--- src/rtl/cluster_chain_allocator_top_assert.svh ---
// Assertion macros for the cluster chain allocator.
// Included by the top level; expands to nothing when SYNTHESIS is defined.
`ifndef CLUSTER_CHAIN_ALLOCATOR_TOP_ASSERT_SVH
`define CLUSTER_CHAIN_ALLOCATOR_TOP_ASSERT_SVH
`ifndef SYNTHESIS
`define CCA_ASSERT_IMP(lbl, clk, rst_n, ante, cons) \
  lbl: assert property (@(posedge clk) disable iff (!rst_n) (ante) |-> (cons)) \
    else $error("cluster chain allocator: implication check failed");
`define CCA_ASSERT_NEVER(lbl, clk, rst_n, expr) \
  lbl: assert property (@(posedge clk) disable iff (!rst_n) !(expr)) \
    else $error("cluster chain allocator: forbidden condition seen");
`else
`define CCA_ASSERT_IMP(lbl, clk, rst_n, ante, cons)
`define CCA_ASSERT_NEVER(lbl, clk, rst_n, expr)
`endif
`endif

--- src/rtl/cca_pkg.sv ---
// Shared types and constants for the cluster chain allocator.
// No dependencies; imported by the table memory and the top level.
package cca_pkg;

  localparam int          DEPTH_DEF         = 128;
  localparam logic [7:0]  CLUSTER_COUNT_RST = 8'd87;
  localparam logic [7:0]  ENTRY_FREE        = 8'hFE;
  localparam logic [7:0]  ENTRY_END         = 8'hFD;
  localparam logic [16:0] CLUSTER_ROUND     = 17'd1023;

  typedef enum logic [2:0] {
    MODE_FORMAT = 3'd0,
    MODE_LOAD   = 3'd1,
    MODE_READ   = 3'd2,
    MODE_ALLOC  = 3'd3,
    MODE_FREE   = 3'd4,
    MODE_CHECK  = 3'd5
  } mode_t;

  typedef enum logic [1:0] {
    ST_OK      = 2'd0,
    ST_FULL    = 2'd1,
    ST_CORRUPT = 2'd2
  } status_t;

  typedef enum logic [4:0] {
    S_IDLE,
    S_FMT,
    S_RD_D,
    S_FR_A,
    S_FR_D,
    S_FW_A,
    S_FW_D,
    S_CK_A,
    S_CK_D,
    S_AS_A,
    S_AS_D,
    S_AL_A,
    S_AL_D,
    S_AL_END,
    S_RC,
    S_OUT,
    S_EM_A,
    S_EM_D
  } state_t;

endpackage

--- src/rtl/cca_if.sv ---
// Valid/ready channel interfaces for the cluster chain allocator.
// Request and result beats; no dependencies.
interface cca_in_if;
  logic       valid;
  logic       ready;
  logic [2:0] mode;
  logic [6:0] index;
  logic [7:0] value;
  logic [15:0] byte_length;
  logic       first_of_pass;

  modport source(output valid, mode, index, value, byte_length, first_of_pass,
                 input ready);
  modport sink(input valid, mode, index, value, byte_length, first_of_pass,
               output ready);
endinterface

interface cca_out_if;
  logic       valid;
  logic       ready;
  logic [1:0] status;
  logic [7:0] cluster;
  logic [7:0] chain_length;
  logic [7:0] free_count;
  logic       last;

  modport source(output valid, status, cluster, chain_length, free_count, last,
                 input ready);
  modport sink(input valid, status, cluster, chain_length, free_count, last,
               output ready);
endinterface

--- src/rtl/cca_table.sv ---
// Link table memory: one write port, one registered read port.
// Per-entry valid bits make unwritten entries read as zero. Uses cca_pkg.
module cca_table #(
  parameter int TABLE_DEPTH = cca_pkg::DEPTH_DEF
) (
  input  logic                           clk,
  input  logic                           rst_n,
  input  logic                           we,
  input  logic [$clog2(TABLE_DEPTH)-1:0] waddr,
  input  logic [7:0]                     wdata,
  input  logic [$clog2(TABLE_DEPTH)-1:0] raddr,
  output logic [7:0]                     rdata
);
  import cca_pkg::*;

  logic [7:0]             mem [TABLE_DEPTH];
  logic [TABLE_DEPTH-1:0] vld_r;
  logic [7:0]             rdata_r;

  always_ff @(posedge clk) begin
    if (we) begin
      mem[waddr] <= wdata;
    end
    rdata_r <= vld_r[raddr] ? mem[raddr] : 8'd0;
  end

  always_ff @(posedge clk) begin
    if (!rst_n) begin
      vld_r <= '0;
    end else if (we) begin
      vld_r[waddr] <= 1'b1;
    end
  end

  assign rdata = rdata_r;

endmodule

--- src/rtl/cluster_chain_allocator_top.sv ---
// Cluster chain allocator: link table with allocate, free and check walks.
// Uses cca_pkg, cca_in_if/cca_out_if, cca_table and the assertion macros.
//
// Usage:
//  - in_ch carries one request beat (mode, index, value, byte_length,
//    first_of_pass); it is taken when valid and ready are both high.
//  - out_ch carries result beats; a successful allocate gives one beat per
//    cluster, the final one with last set; every other case gives a single beat.
//  - cfg_wr_en/cfg_wr_data write cluster_count; write it only while idle.
//  - One request is in flight at a time: ready is high only while idle.
//  - Every chain step is a read of the single memory port, issued in an
//    address state and used in a data state. After the operation the free
//    count is rebuilt by a sweep of min(cluster_count, TABLE_DEPTH) entries
//    (about one per cycle). Format writes all TABLE_DEPTH entries first;
//    free walks the chain twice, to verify and then to write free; allocate
//    scans the table in two passes, then emits each cluster by following
//    the new chain after the recount.
//  - Reset: table reads as zero, marks clear, cluster_count is 87.
//  - A stalled receiver simply holds the result beat; nothing is lost.
module cluster_chain_allocator_top #(
  parameter int TABLE_DEPTH = cca_pkg::DEPTH_DEF
) (
  input  logic            clk,
  input  logic            rst_n,
  cca_in_if.sink          in_ch,
  cca_out_if.source       out_ch,
  input  logic            cfg_wr_en,
  input  logic [7:0]      cfg_wr_data
);
  import cca_pkg::*;

  localparam int         AW     = $clog2(TABLE_DEPTH);
  localparam logic [7:0] DEPTH8 = 8'(TABLE_DEPTH);

  state_t                 state_r, state_nxt;
  logic [7:0]             cluster_count_r;
  logic [7:0]             eff_cnt;
  logic [7:0]             cnt_r, cnt_nxt;
  logic [7:0]             c_r, c_nxt;
  logic [7:0]             i_r, i_nxt;
  logic [7:0]             len_r, len_nxt;
  logic [6:0]             need_r, need_nxt;
  logic [6:0]             k_r, k_nxt;
  logic [AW-1:0]          first_r, first_nxt;
  logic [AW-1:0]          prev_r, prev_nxt;
  logic [6:0]             idx_r, idx_nxt;
  logic [7:0]             fc_r, fc_nxt;
  logic                   pend_r, pend_nxt;
  logic                   alloc_ok_r, alloc_ok_nxt;
  status_t                st_r, st_nxt;
  logic [7:0]             clus_r, clus_nxt;
  logic [7:0]             free_r, free_nxt;
  logic                   last_r, last_nxt;
  logic [TABLE_DEPTH-1:0] walk_marks_r, walk_marks_nxt;
  logic [TABLE_DEPTH-1:0] pass_marks_r, pass_marks_nxt;

  logic                   t_we;
  logic [AW-1:0]          t_waddr;
  logic [7:0]             t_wdata;
  logic [AW-1:0]          t_raddr;
  logic [7:0]             t_rdata;
  logic [16:0]            round_sum;
  logic [6:0]             need_in;

  cca_table #(.TABLE_DEPTH(TABLE_DEPTH)) u_table (
    .clk   (clk),
    .rst_n (rst_n),
    .we    (t_we),
    .waddr (t_waddr),
    .wdata (t_wdata),
    .raddr (t_raddr),
    .rdata (t_rdata)
  );

  // Clamp the configured count to the table size.
  assign eff_cnt   = (cluster_count_r > DEPTH8) ? DEPTH8 : cluster_count_r;
  // Round byte length up to 1 KiB clusters; zero bytes still takes one.
  assign round_sum = 17'(in_ch.byte_length) + CLUSTER_ROUND;
  assign need_in   = (in_ch.byte_length == 16'd0) ? 7'd1 : round_sum[16:10];

  always_ff @(posedge clk) begin
    if (!rst_n) begin
      cluster_count_r <= CLUSTER_COUNT_RST;
    end else if (cfg_wr_en) begin
      cluster_count_r <= cfg_wr_data;
    end
  end

  always_ff @(posedge clk) begin
    if (!rst_n) begin
      state_r      <= S_IDLE;
      walk_marks_r <= '0;
      pass_marks_r <= '0;
      pend_r       <= 1'b0;
      alloc_ok_r   <= 1'b0;
    end else begin
      state_r      <= state_nxt;
      walk_marks_r <= walk_marks_nxt;
      pass_marks_r <= pass_marks_nxt;
      pend_r       <= pend_nxt;
      alloc_ok_r   <= alloc_ok_nxt;
    end
  end

  always_ff @(posedge clk) begin
    cnt_r   <= cnt_nxt;
    c_r     <= c_nxt;
    i_r     <= i_nxt;
    len_r   <= len_nxt;
    need_r  <= need_nxt;
    k_r     <= k_nxt;
    first_r <= first_nxt;
    prev_r  <= prev_nxt;
    idx_r   <= idx_nxt;
    fc_r    <= fc_nxt;
    st_r    <= st_nxt;
    clus_r  <= clus_nxt;
    free_r  <= free_nxt;
    last_r  <= last_nxt;
  end

  always_comb begin
    state_nxt      = state_r;
    cnt_nxt        = cnt_r;
    c_nxt          = c_r;
    i_nxt          = i_r;
    len_nxt        = len_r;
    need_nxt       = need_r;
    k_nxt          = k_r;
    first_nxt      = first_r;
    prev_nxt       = prev_r;
    idx_nxt        = idx_r;
    fc_nxt         = fc_r;
    pend_nxt       = pend_r;
    alloc_ok_nxt   = alloc_ok_r;
    st_nxt         = st_r;
    clus_nxt       = clus_r;
    free_nxt       = free_r;
    last_nxt       = last_r;
    walk_marks_nxt = walk_marks_r;
    pass_marks_nxt = pass_marks_r;
    t_we           = 1'b0;
    t_waddr        = c_r[AW-1:0];
    t_wdata        = ENTRY_FREE;
    t_raddr        = c_r[AW-1:0];

    unique case (state_r)
      S_IDLE: begin
        if (in_ch.valid) begin
          cnt_nxt      = eff_cnt;
          idx_nxt      = in_ch.index;
          c_nxt        = {1'b0, in_ch.index};
          i_nxt        = 8'd0;
          k_nxt        = 7'd0;
          len_nxt      = 8'd0;
          st_nxt       = ST_OK;
          clus_nxt     = 8'd0;
          alloc_ok_nxt = 1'b0;
          need_nxt     = need_in;
          unique case (mode_t'(in_ch.mode))
            MODE_FORMAT: state_nxt = S_FMT;
            MODE_LOAD: begin
              // Drop loads beyond the table.
              if ({1'b0, in_ch.index} < DEPTH8) begin
                t_we    = 1'b1;
                t_waddr = in_ch.index[AW-1:0];
                t_wdata = in_ch.value;
              end
              state_nxt = S_RC;
            end
            MODE_READ: begin
              t_raddr = in_ch.index[AW-1:0];
              if ({1'b0, in_ch.index} < DEPTH8) begin
                state_nxt = S_RD_D;
              end else begin
                state_nxt = S_RC;
              end
            end
            MODE_ALLOC: state_nxt = S_AS_A;
            MODE_FREE:  state_nxt = S_FR_A;
            MODE_CHECK: begin
              if (in_ch.first_of_pass) begin
                pass_marks_nxt = '0;
              end
              state_nxt = S_CK_A;
            end
            default: state_nxt = S_RC;
          endcase
        end
      end

      S_FMT: begin
        t_we    = 1'b1;
        t_waddr = i_r[AW-1:0];
        t_wdata = (i_r < cnt_r) ? ENTRY_FREE : 8'd0;
        i_nxt   = i_r + 8'd1;
        if (i_r == DEPTH8 - 8'd1) begin
          state_nxt = S_RC;
        end
      end

      S_RD_D: begin
        clus_nxt  = t_rdata;
        state_nxt = S_RC;
      end

      // Free: verify the whole chain first, then rewalk it writing free.
      S_FR_A: begin
        if (c_r >= cnt_r) begin
          st_nxt         = ST_CORRUPT;
          len_nxt        = 8'd0;
          walk_marks_nxt = '0;
          state_nxt      = S_RC;
        end else begin
          state_nxt = S_FR_D;
        end
      end

      S_FR_D: begin
        if ((t_rdata >= cnt_r && t_rdata != ENTRY_END) || walk_marks_r[c_r[AW-1:0]]) begin
          st_nxt         = ST_CORRUPT;
          len_nxt        = 8'd0;
          walk_marks_nxt = '0;
          state_nxt      = S_RC;
        end else begin
          walk_marks_nxt[c_r[AW-1:0]] = 1'b1;
          len_nxt = len_r + 8'd1;
          if (t_rdata == ENTRY_END) begin
            c_nxt     = {1'b0, idx_r};
            state_nxt = S_FW_A;
          end else begin
            c_nxt     = t_rdata;
            state_nxt = S_FR_A;
          end
        end
      end

      S_FW_A: state_nxt = S_FW_D;

      S_FW_D: begin
        t_we    = 1'b1;
        t_waddr = c_r[AW-1:0];
        t_wdata = ENTRY_FREE;
        c_nxt   = t_rdata;
        if (t_rdata == ENTRY_END) begin
          walk_marks_nxt = '0;
          state_nxt      = S_RC;
        end else begin
          state_nxt = S_FW_A;
        end
      end

      // Check: marks persist across the pass; fault keeps partial length.
      S_CK_A: begin
        if (c_r >= cnt_r || pass_marks_r[c_r[AW-1:0]]) begin
          st_nxt    = ST_CORRUPT;
          state_nxt = S_RC;
        end else begin
          pass_marks_nxt[c_r[AW-1:0]] = 1'b1;
          len_nxt   = len_r + 8'd1;
          state_nxt = S_CK_D;
        end
      end

      S_CK_D: begin
        c_nxt = t_rdata;
        if (t_rdata == ENTRY_END) begin
          state_nxt = S_RC;
        end else begin
          state_nxt = S_CK_A;
        end
      end

      // Allocate, pass one: make sure enough free clusters exist.
      S_AS_A: begin
        t_raddr = i_r[AW-1:0];
        if (i_r >= cnt_r) begin
          st_nxt    = ST_FULL;
          state_nxt = S_RC;
        end else begin
          state_nxt = S_AS_D;
        end
      end

      S_AS_D: begin
        i_nxt     = i_r + 8'd1;
        state_nxt = S_AS_A;
        if (t_rdata == ENTRY_FREE) begin
          k_nxt = k_r + 7'd1;
          if (k_r == 7'd0) begin
            first_nxt = i_r[AW-1:0];
          end
          if (k_r + 7'd1 == need_r) begin
            k_nxt    = 7'd1;
            prev_nxt = (k_r == 7'd0) ? i_r[AW-1:0] : first_r;
            i_nxt    = ((k_r == 7'd0) ? i_r : 8'(first_r)) + 8'd1;
            if (need_r == 7'd1) begin
              state_nxt = S_AL_END;
            end else begin
              state_nxt = S_AL_A;
            end
          end
        end
      end

      // Allocate, pass two: link each free cluster to the next one.
      S_AL_A: begin
        t_raddr   = i_r[AW-1:0];
        state_nxt = S_AL_D;
      end

      S_AL_D: begin
        i_nxt     = i_r + 8'd1;
        state_nxt = S_AL_A;
        if (t_rdata == ENTRY_FREE) begin
          t_we     = 1'b1;
          t_waddr  = prev_r;
          t_wdata  = i_r;
          prev_nxt = i_r[AW-1:0];
          k_nxt    = k_r + 7'd1;
          if (k_r + 7'd1 == need_r) begin
            state_nxt = S_AL_END;
          end
        end
      end

      S_AL_END: begin
        t_we         = 1'b1;
        t_waddr      = prev_r;
        t_wdata      = ENTRY_END;
        len_nxt      = 8'(need_r);
        c_nxt        = 8'(first_r);
        alloc_ok_nxt = 1'b1;
        state_nxt    = S_RC;
      end

      // Recount free entries, one read issued per cycle.
      S_RC: begin
        t_raddr = i_r[AW-1:0];
        if (pend_r && t_rdata == ENTRY_FREE) begin
          fc_nxt = fc_r + 8'd1;
        end
        if (i_r < cnt_r) begin
          i_nxt    = i_r + 8'd1;
          pend_nxt = 1'b1;
        end else begin
          pend_nxt = 1'b0;
          if (!pend_r) begin
            free_nxt = fc_r;
            if (alloc_ok_r) begin
              state_nxt = S_EM_A;
            end else begin
              last_nxt  = 1'b1;
              state_nxt = S_OUT;
            end
          end
        end
      end

      S_OUT: begin
        if (out_ch.ready) begin
          state_nxt = last_r ? S_IDLE : S_EM_A;
        end
      end

      // Emit allocated clusters by following the fresh chain.
      S_EM_A: state_nxt = S_EM_D;

      S_EM_D: begin
        clus_nxt  = c_r;
        c_nxt     = t_rdata;
        last_nxt  = (t_rdata == ENTRY_END);
        state_nxt = S_OUT;
      end

      default: state_nxt = S_IDLE;
    endcase

    // Start every recount sweep from entry zero.
    if (state_nxt == S_RC && state_r != S_RC) begin
      i_nxt    = 8'd0;
      fc_nxt   = 8'd0;
      pend_nxt = 1'b0;
    end
  end

  assign in_ch.ready         = (state_r == S_IDLE);
  assign out_ch.valid        = (state_r == S_OUT);
  assign out_ch.status       = st_r;
  assign out_ch.cluster      = clus_r;
  assign out_ch.chain_length = len_r;
  assign out_ch.free_count   = free_r;
  assign out_ch.last         = last_r;

`include "cluster_chain_allocator_top_assert.svh"

  `CCA_ASSERT_NEVER(a_one_side, clk, rst_n, in_ch.ready && out_ch.valid)
  `CCA_ASSERT_IMP(a_free_bound, clk, rst_n, out_ch.valid, out_ch.free_count <= cnt_r)
  `CCA_ASSERT_IMP(a_full_single, clk, rst_n, out_ch.valid && out_ch.status == ST_FULL, out_ch.last && out_ch.chain_length == 8'd0)
  `CCA_ASSERT_IMP(a_walk_clear, clk, rst_n, state_r == S_IDLE, walk_marks_r == '0)

endmodule
--- src/flat_wrapper.sv ---
// flat-port wrapper written by rule: the top's interface ports become plain ports
module cluster_chain_allocator_top_flat import cca_pkg::*;
#(
  parameter int TABLE_DEPTH = cca_pkg::DEPTH_DEF
)
  (clk, rst_n, cfg_wr_en, cfg_wr_data, in_ch_valid, in_ch_mode, in_ch_index, in_ch_value, in_ch_byte_length, in_ch_first_of_pass, in_ch_ready, out_ch_valid, out_ch_status, out_ch_cluster, out_ch_chain_length, out_ch_free_count, out_ch_last, out_ch_ready);
  cca_in_if in_ch_i ();
  cca_out_if out_ch_i ();
  input  logic clk;
  input  logic rst_n;
  input  logic cfg_wr_en;
  input  logic [7:0] cfg_wr_data;
  input wire logic [$bits(in_ch_i.valid)-1:0] in_ch_valid;
  input wire logic [$bits(in_ch_i.mode)-1:0] in_ch_mode;
  input wire logic [$bits(in_ch_i.index)-1:0] in_ch_index;
  input wire logic [$bits(in_ch_i.value)-1:0] in_ch_value;
  input wire logic [$bits(in_ch_i.byte_length)-1:0] in_ch_byte_length;
  input wire logic [$bits(in_ch_i.first_of_pass)-1:0] in_ch_first_of_pass;
  output wire logic [$bits(in_ch_i.ready)-1:0] in_ch_ready;
  output wire logic [$bits(out_ch_i.valid)-1:0] out_ch_valid;
  output wire logic [$bits(out_ch_i.status)-1:0] out_ch_status;
  output wire logic [$bits(out_ch_i.cluster)-1:0] out_ch_cluster;
  output wire logic [$bits(out_ch_i.chain_length)-1:0] out_ch_chain_length;
  output wire logic [$bits(out_ch_i.free_count)-1:0] out_ch_free_count;
  output wire logic [$bits(out_ch_i.last)-1:0] out_ch_last;
  input wire logic [$bits(out_ch_i.ready)-1:0] out_ch_ready;
  assign in_ch_i.valid = in_ch_valid;
  assign in_ch_i.mode = in_ch_mode;
  assign in_ch_i.index = in_ch_index;
  assign in_ch_i.value = in_ch_value;
  assign in_ch_i.byte_length = in_ch_byte_length;
  assign in_ch_i.first_of_pass = in_ch_first_of_pass;
  assign in_ch_ready = in_ch_i.ready;
  assign out_ch_valid = out_ch_i.valid;
  assign out_ch_status = out_ch_i.status;
  assign out_ch_cluster = out_ch_i.cluster;
  assign out_ch_chain_length = out_ch_i.chain_length;
  assign out_ch_free_count = out_ch_i.free_count;
  assign out_ch_last = out_ch_i.last;
  assign out_ch_i.ready = out_ch_ready;
  cluster_chain_allocator_top #(.TABLE_DEPTH(TABLE_DEPTH)) u_core (.clk(clk), .rst_n(rst_n), .in_ch(in_ch_i), .out_ch(out_ch_i), .cfg_wr_en(cfg_wr_en), .cfg_wr_data(cfg_wr_data));
endmodule
--- config.mk ---
export PLATFORM = sky130hd
export DESIGN_NAME = cluster_chain_allocator_top_flat
export DESIGN_NICKNAME = d
export VERILOG_FILES = /design/src/rtl/cca_pkg.sv /design/src/rtl/cca_if.sv /design/src/rtl/cca_table.sv /design/src/rtl/cluster_chain_allocator_top.sv /design/src/flat_wrapper.sv
export VERILOG_INCLUDE_DIRS = /design/src /design/src/rtl
export SDC_FILE = /design/constraint.sdc
export NUM_CORES = 2
export LEC_CHECK = 0
export BUFFER_PORTS_ARGS = -buffer_cell sky130_fd_sc_hd__buf_4
export CAP_MARGIN = 20
export CORE_ASPECT_RATIO = 1.2
export CORE_MARGIN = 3
export CORE_UTILIZATION = 63
export DETAILED_ROUTE_END_ITERATION = 8
export GPL_TIMING_DRIVEN = 0
export MAX_ROUTING_LAYER = met4
export PLACE_DENSITY = 0.8
export SYNTH_ARGS = -nofsm -noshare
export SYNTH_HDL_FRONTEND = slang
export SYNTH_HIERARCHICAL = 1
export SYNTH_SLANG_ARGS = --single-unit
--- constraint.sdc ---
create_clock -name clk -period 11.05 [get_ports clk]
set_clock_uncertainty 0.05 [all_clocks]
set_input_delay 2.21 -clock clk [delete_from_list [all_inputs] [get_ports clk]]
set_output_delay 2.21 -clock clk [all_outputs]
set_load 0.05 [all_outputs]
==> results.md <==
* PortBufs at 75
* FFs w/ async S/R, synth at 0
* Area Overhead vs Synth at 12.0%
* CTS-repair resized insts at 0
* CTS clk-pin slew, worst paths at 0.06 ns
* Worst path slowest cell: clkbuf_1
* CTS tree: yes
* Post-synthesis sequential area ratio at 0.662
* Slew Viols, Final at 0
* CP bufs+invs at 5
* Count leader, synth: edfxtp_1
* Syn Inst Count at 4141
* Max stage delay on crit path at 0.95 ns
* CP Class: flop to flop
* CP Launch Type: flop
* Site row count at 126
* Min Tclk post-route at 6.78 ns
* Die ar. at 104000 µm²
* Worst Tran Pin Value at 1.33 ns
* Drt total wl at 188000 µm
* Fmax at 148 MHz
* Fin cells at 5814
* Maxcap violations at 0
* DPL Wire Length at 126000 µm
* Power Density at 288 nW/µm²
* Routed Antenna Nets at 0
* Post-CTS Setup Bufs at 0
* Vias in the first global route at 40500
* Clk_lat worst skew at 0.76 ns
* Worst EP arrival at 7.29 ns
* First-pass DRT Iterations at 9
* Fill count at 6123
* Number of flops mapped to enable cells by yosys at 1102
* Largest net degree at the start of global routing at 77
* CTS max path bufs at 3
* RSZ-0062 raised after global routing: no
* Yosys reg bits at 1525
* DRC Markers at 0
* Top FF cell, synth: edfxtp_1
* Synth cell count leaders: 1102 x edfxtp_1, 423 x dfxtp_1, 351 x nor2_1
* LEAKAGE at 22.7 nW
* Layout cells sized above 1 at 0.194
* Top post-synthesis cells by area: edfxtp_1 53%, dfxtp_1 13%, mux4_2 12%, nor2_1 2.1%, a21oi_1 1.9%
* TritonCTS buffer count at 144
* Most common cell type on the critical path: clkbuf_1
* Global-route wire length before repair at 271000 µm
* Relative slew margins at 0.113
* CP cell instances: clkbuf_1 -> nor3_1 -> nand2_1 -> inv_1 -> nand2_1 -> nor3b_1 -> a22oi_1 -> nand2_1 -> clkbuf_1 -> clkbuf_1 -> clkbuf_1 -> mux4_2 -> a22oi_1 -> nand3_1 -> o21ai_1 -> nor3_1
* DRT iter0 DRCs at 6106
* Worst hold slack at 0.400 ns
* Avg Vias per Cell at 7.11
* CTS sink cnt at 1525
* Net Count, Synth at 4219
* Final hold viol count at 0
* Cell variety after synth at 84
* Initial Util at 0.636
* Synth warn at 6
* # IOs at 77
* Synthesized area per cell at 15.2 µm²
* CTS Root Cell: clkbuf_16
* Total Nets Final at 4488
* Vias at 41400
* Setup crit end kind: flop
* Routed wire per std cell at 32.3 µm
* H-tree Lvls at 4
* Core area at 98700 µm²
* VDD IR max at 0.357 mV
* Worst Hold Class: flop to flop
* Pwr Total at 20.2 mW
* Fin crit share at 0.613
* # hold bufs at CTS at 0
* Initial antenna violation count at 4
* Overflow after GRT at 0
* Synth area leader: edfxtp_1
* Setup TNS at 0 ns
* Outcome: completed
* Die Span X at 294 µm
* GPL Wtd Cong at 1.00
* Mapped Area at 62800 µm²
* Tot GR Track Use at 0.374
* Height of the chip at 352 µm
* Crit path max fanout at 10
* Final setup viols at 0
* Synth top area share at 0.527
* DP Worst Slack at 3.75 ns
* Inst Count DP at 5526
* Data required time at the worst endpoint at 11.56 ns
* Final WS setup at 4.27 ns
* CP top delay family: buffers and inverters
-- layout by cell type (no fill, tap or decap), types with 57 or more instances in the layout --
cell,synthesis,final
o41ai_1,57,57
a221oi_1,62,62
a21oi_1,234,234
buf_2,63,70
nand3_1,80,74
buf_4,11,100
dfxtp_1,423,423
o21a_1,131,131
clkbuf_16,0,147
inv_1,67,67
nor2_1,351,351
o21ai_0,86,86
clkbuf_1,169,213
edfxtp_1,1102,1102
nor3_1,71,71
nand2_1,278,278
mux4_2,343,343
-- metal layers --
metal | part of all wire | GRT usage
met1 | 0.36 | 0.485
met2 | 0.47 | 0.570
met3 | 0.13 | 0.0955
met4 | 0.047 | 0.158
met5 | 0 | -
-- sequential cells by signal (all words and copies together), names as in the netlist, 128 cells and up --
name / count
u_core/u_table/mem: 1024
u_core/walk_marks_r: 128
u_core/pass_marks_r: 128
u_core/u_table/vld_r: 128
-- tightest hold or removal path, cell delays in order (launching register included) --
cell     delay, ns
dfxtp_1       0.31
inv_1         0.05
a21oi_1       0.05
-- final timing paths --
check | startpoint | to | slack [ns] | cells after the start
worst max-delay path | u_core/state_r[1]$_SDFF_PN0_ | u_core/u_table/rdata[7]$_SDFF_PN0_ | 4.27 | 16
worst min-delay path | u_core/pass_marks_r[45]$_SDFFE_PN0P_ | u_core/pass_marks_r[45]$_SDFFE_PN0P_ | 0.40 | 2
worst max register to register | u_core/state_r[1]$_SDFF_PN0_ | u_core/u_table/rdata[7]$_SDFF_PN0_ | 4.27 | 16
worst min register to register | u_core/pass_marks_r[45]$_SDFFE_PN0P_ | u_core/pass_marks_r[45]$_SDFFE_PN0P_ | 0.40 | 2
-- area by class of cell --
class                   count  area (µm²)  share of cell area
inverters                  70         263             0.00374
clock buffers             197        3930              0.0558
diodes                      4        10.0            0.000142
repair buffers            123        1130              0.0161
clock inverters            69         752              0.0107
plain buffers             281        1320              0.0188
multi-input cells        2265       19800               0.281
well taps                1280        1600              0.0228
flip-flops and latches   1525       41600               0.591
-- where the power goes --
group / total [mW] / leakage (nW) / switching, mW / internal [mW]
sequential: 7.44 / 13.1 / 0.142 / 7.30
combinational: 7.84 / 7.39 / 5.40 / 2.44
clock: 4.94 / 2.28 / 2.15 / 2.79
total: 20.2 / 22.7 / 7.69 / 12.5
-- cell families after synthesis --
group / after synthesis / synth area share
simple gates: 947 / 0.0676
mux: 434 / 0.139
buf+inv: 351 / 0.0252
compound gates: 815 / 0.0943
flops: 1525 / 0.662
fa+ha+maj: 30 / 0.00598
xor+xnor: 39 / 0.00661
-- through the flow --
step                instance area, µm²   util
floorplan                        62800      -
global placement                 65000  0.658
detailed placement               65500  0.663
CTS                              70100  0.711
global route                     70300  0.712
finish                           70300  0.712
No activity file was read; power rests on OpenSTA's default activity.
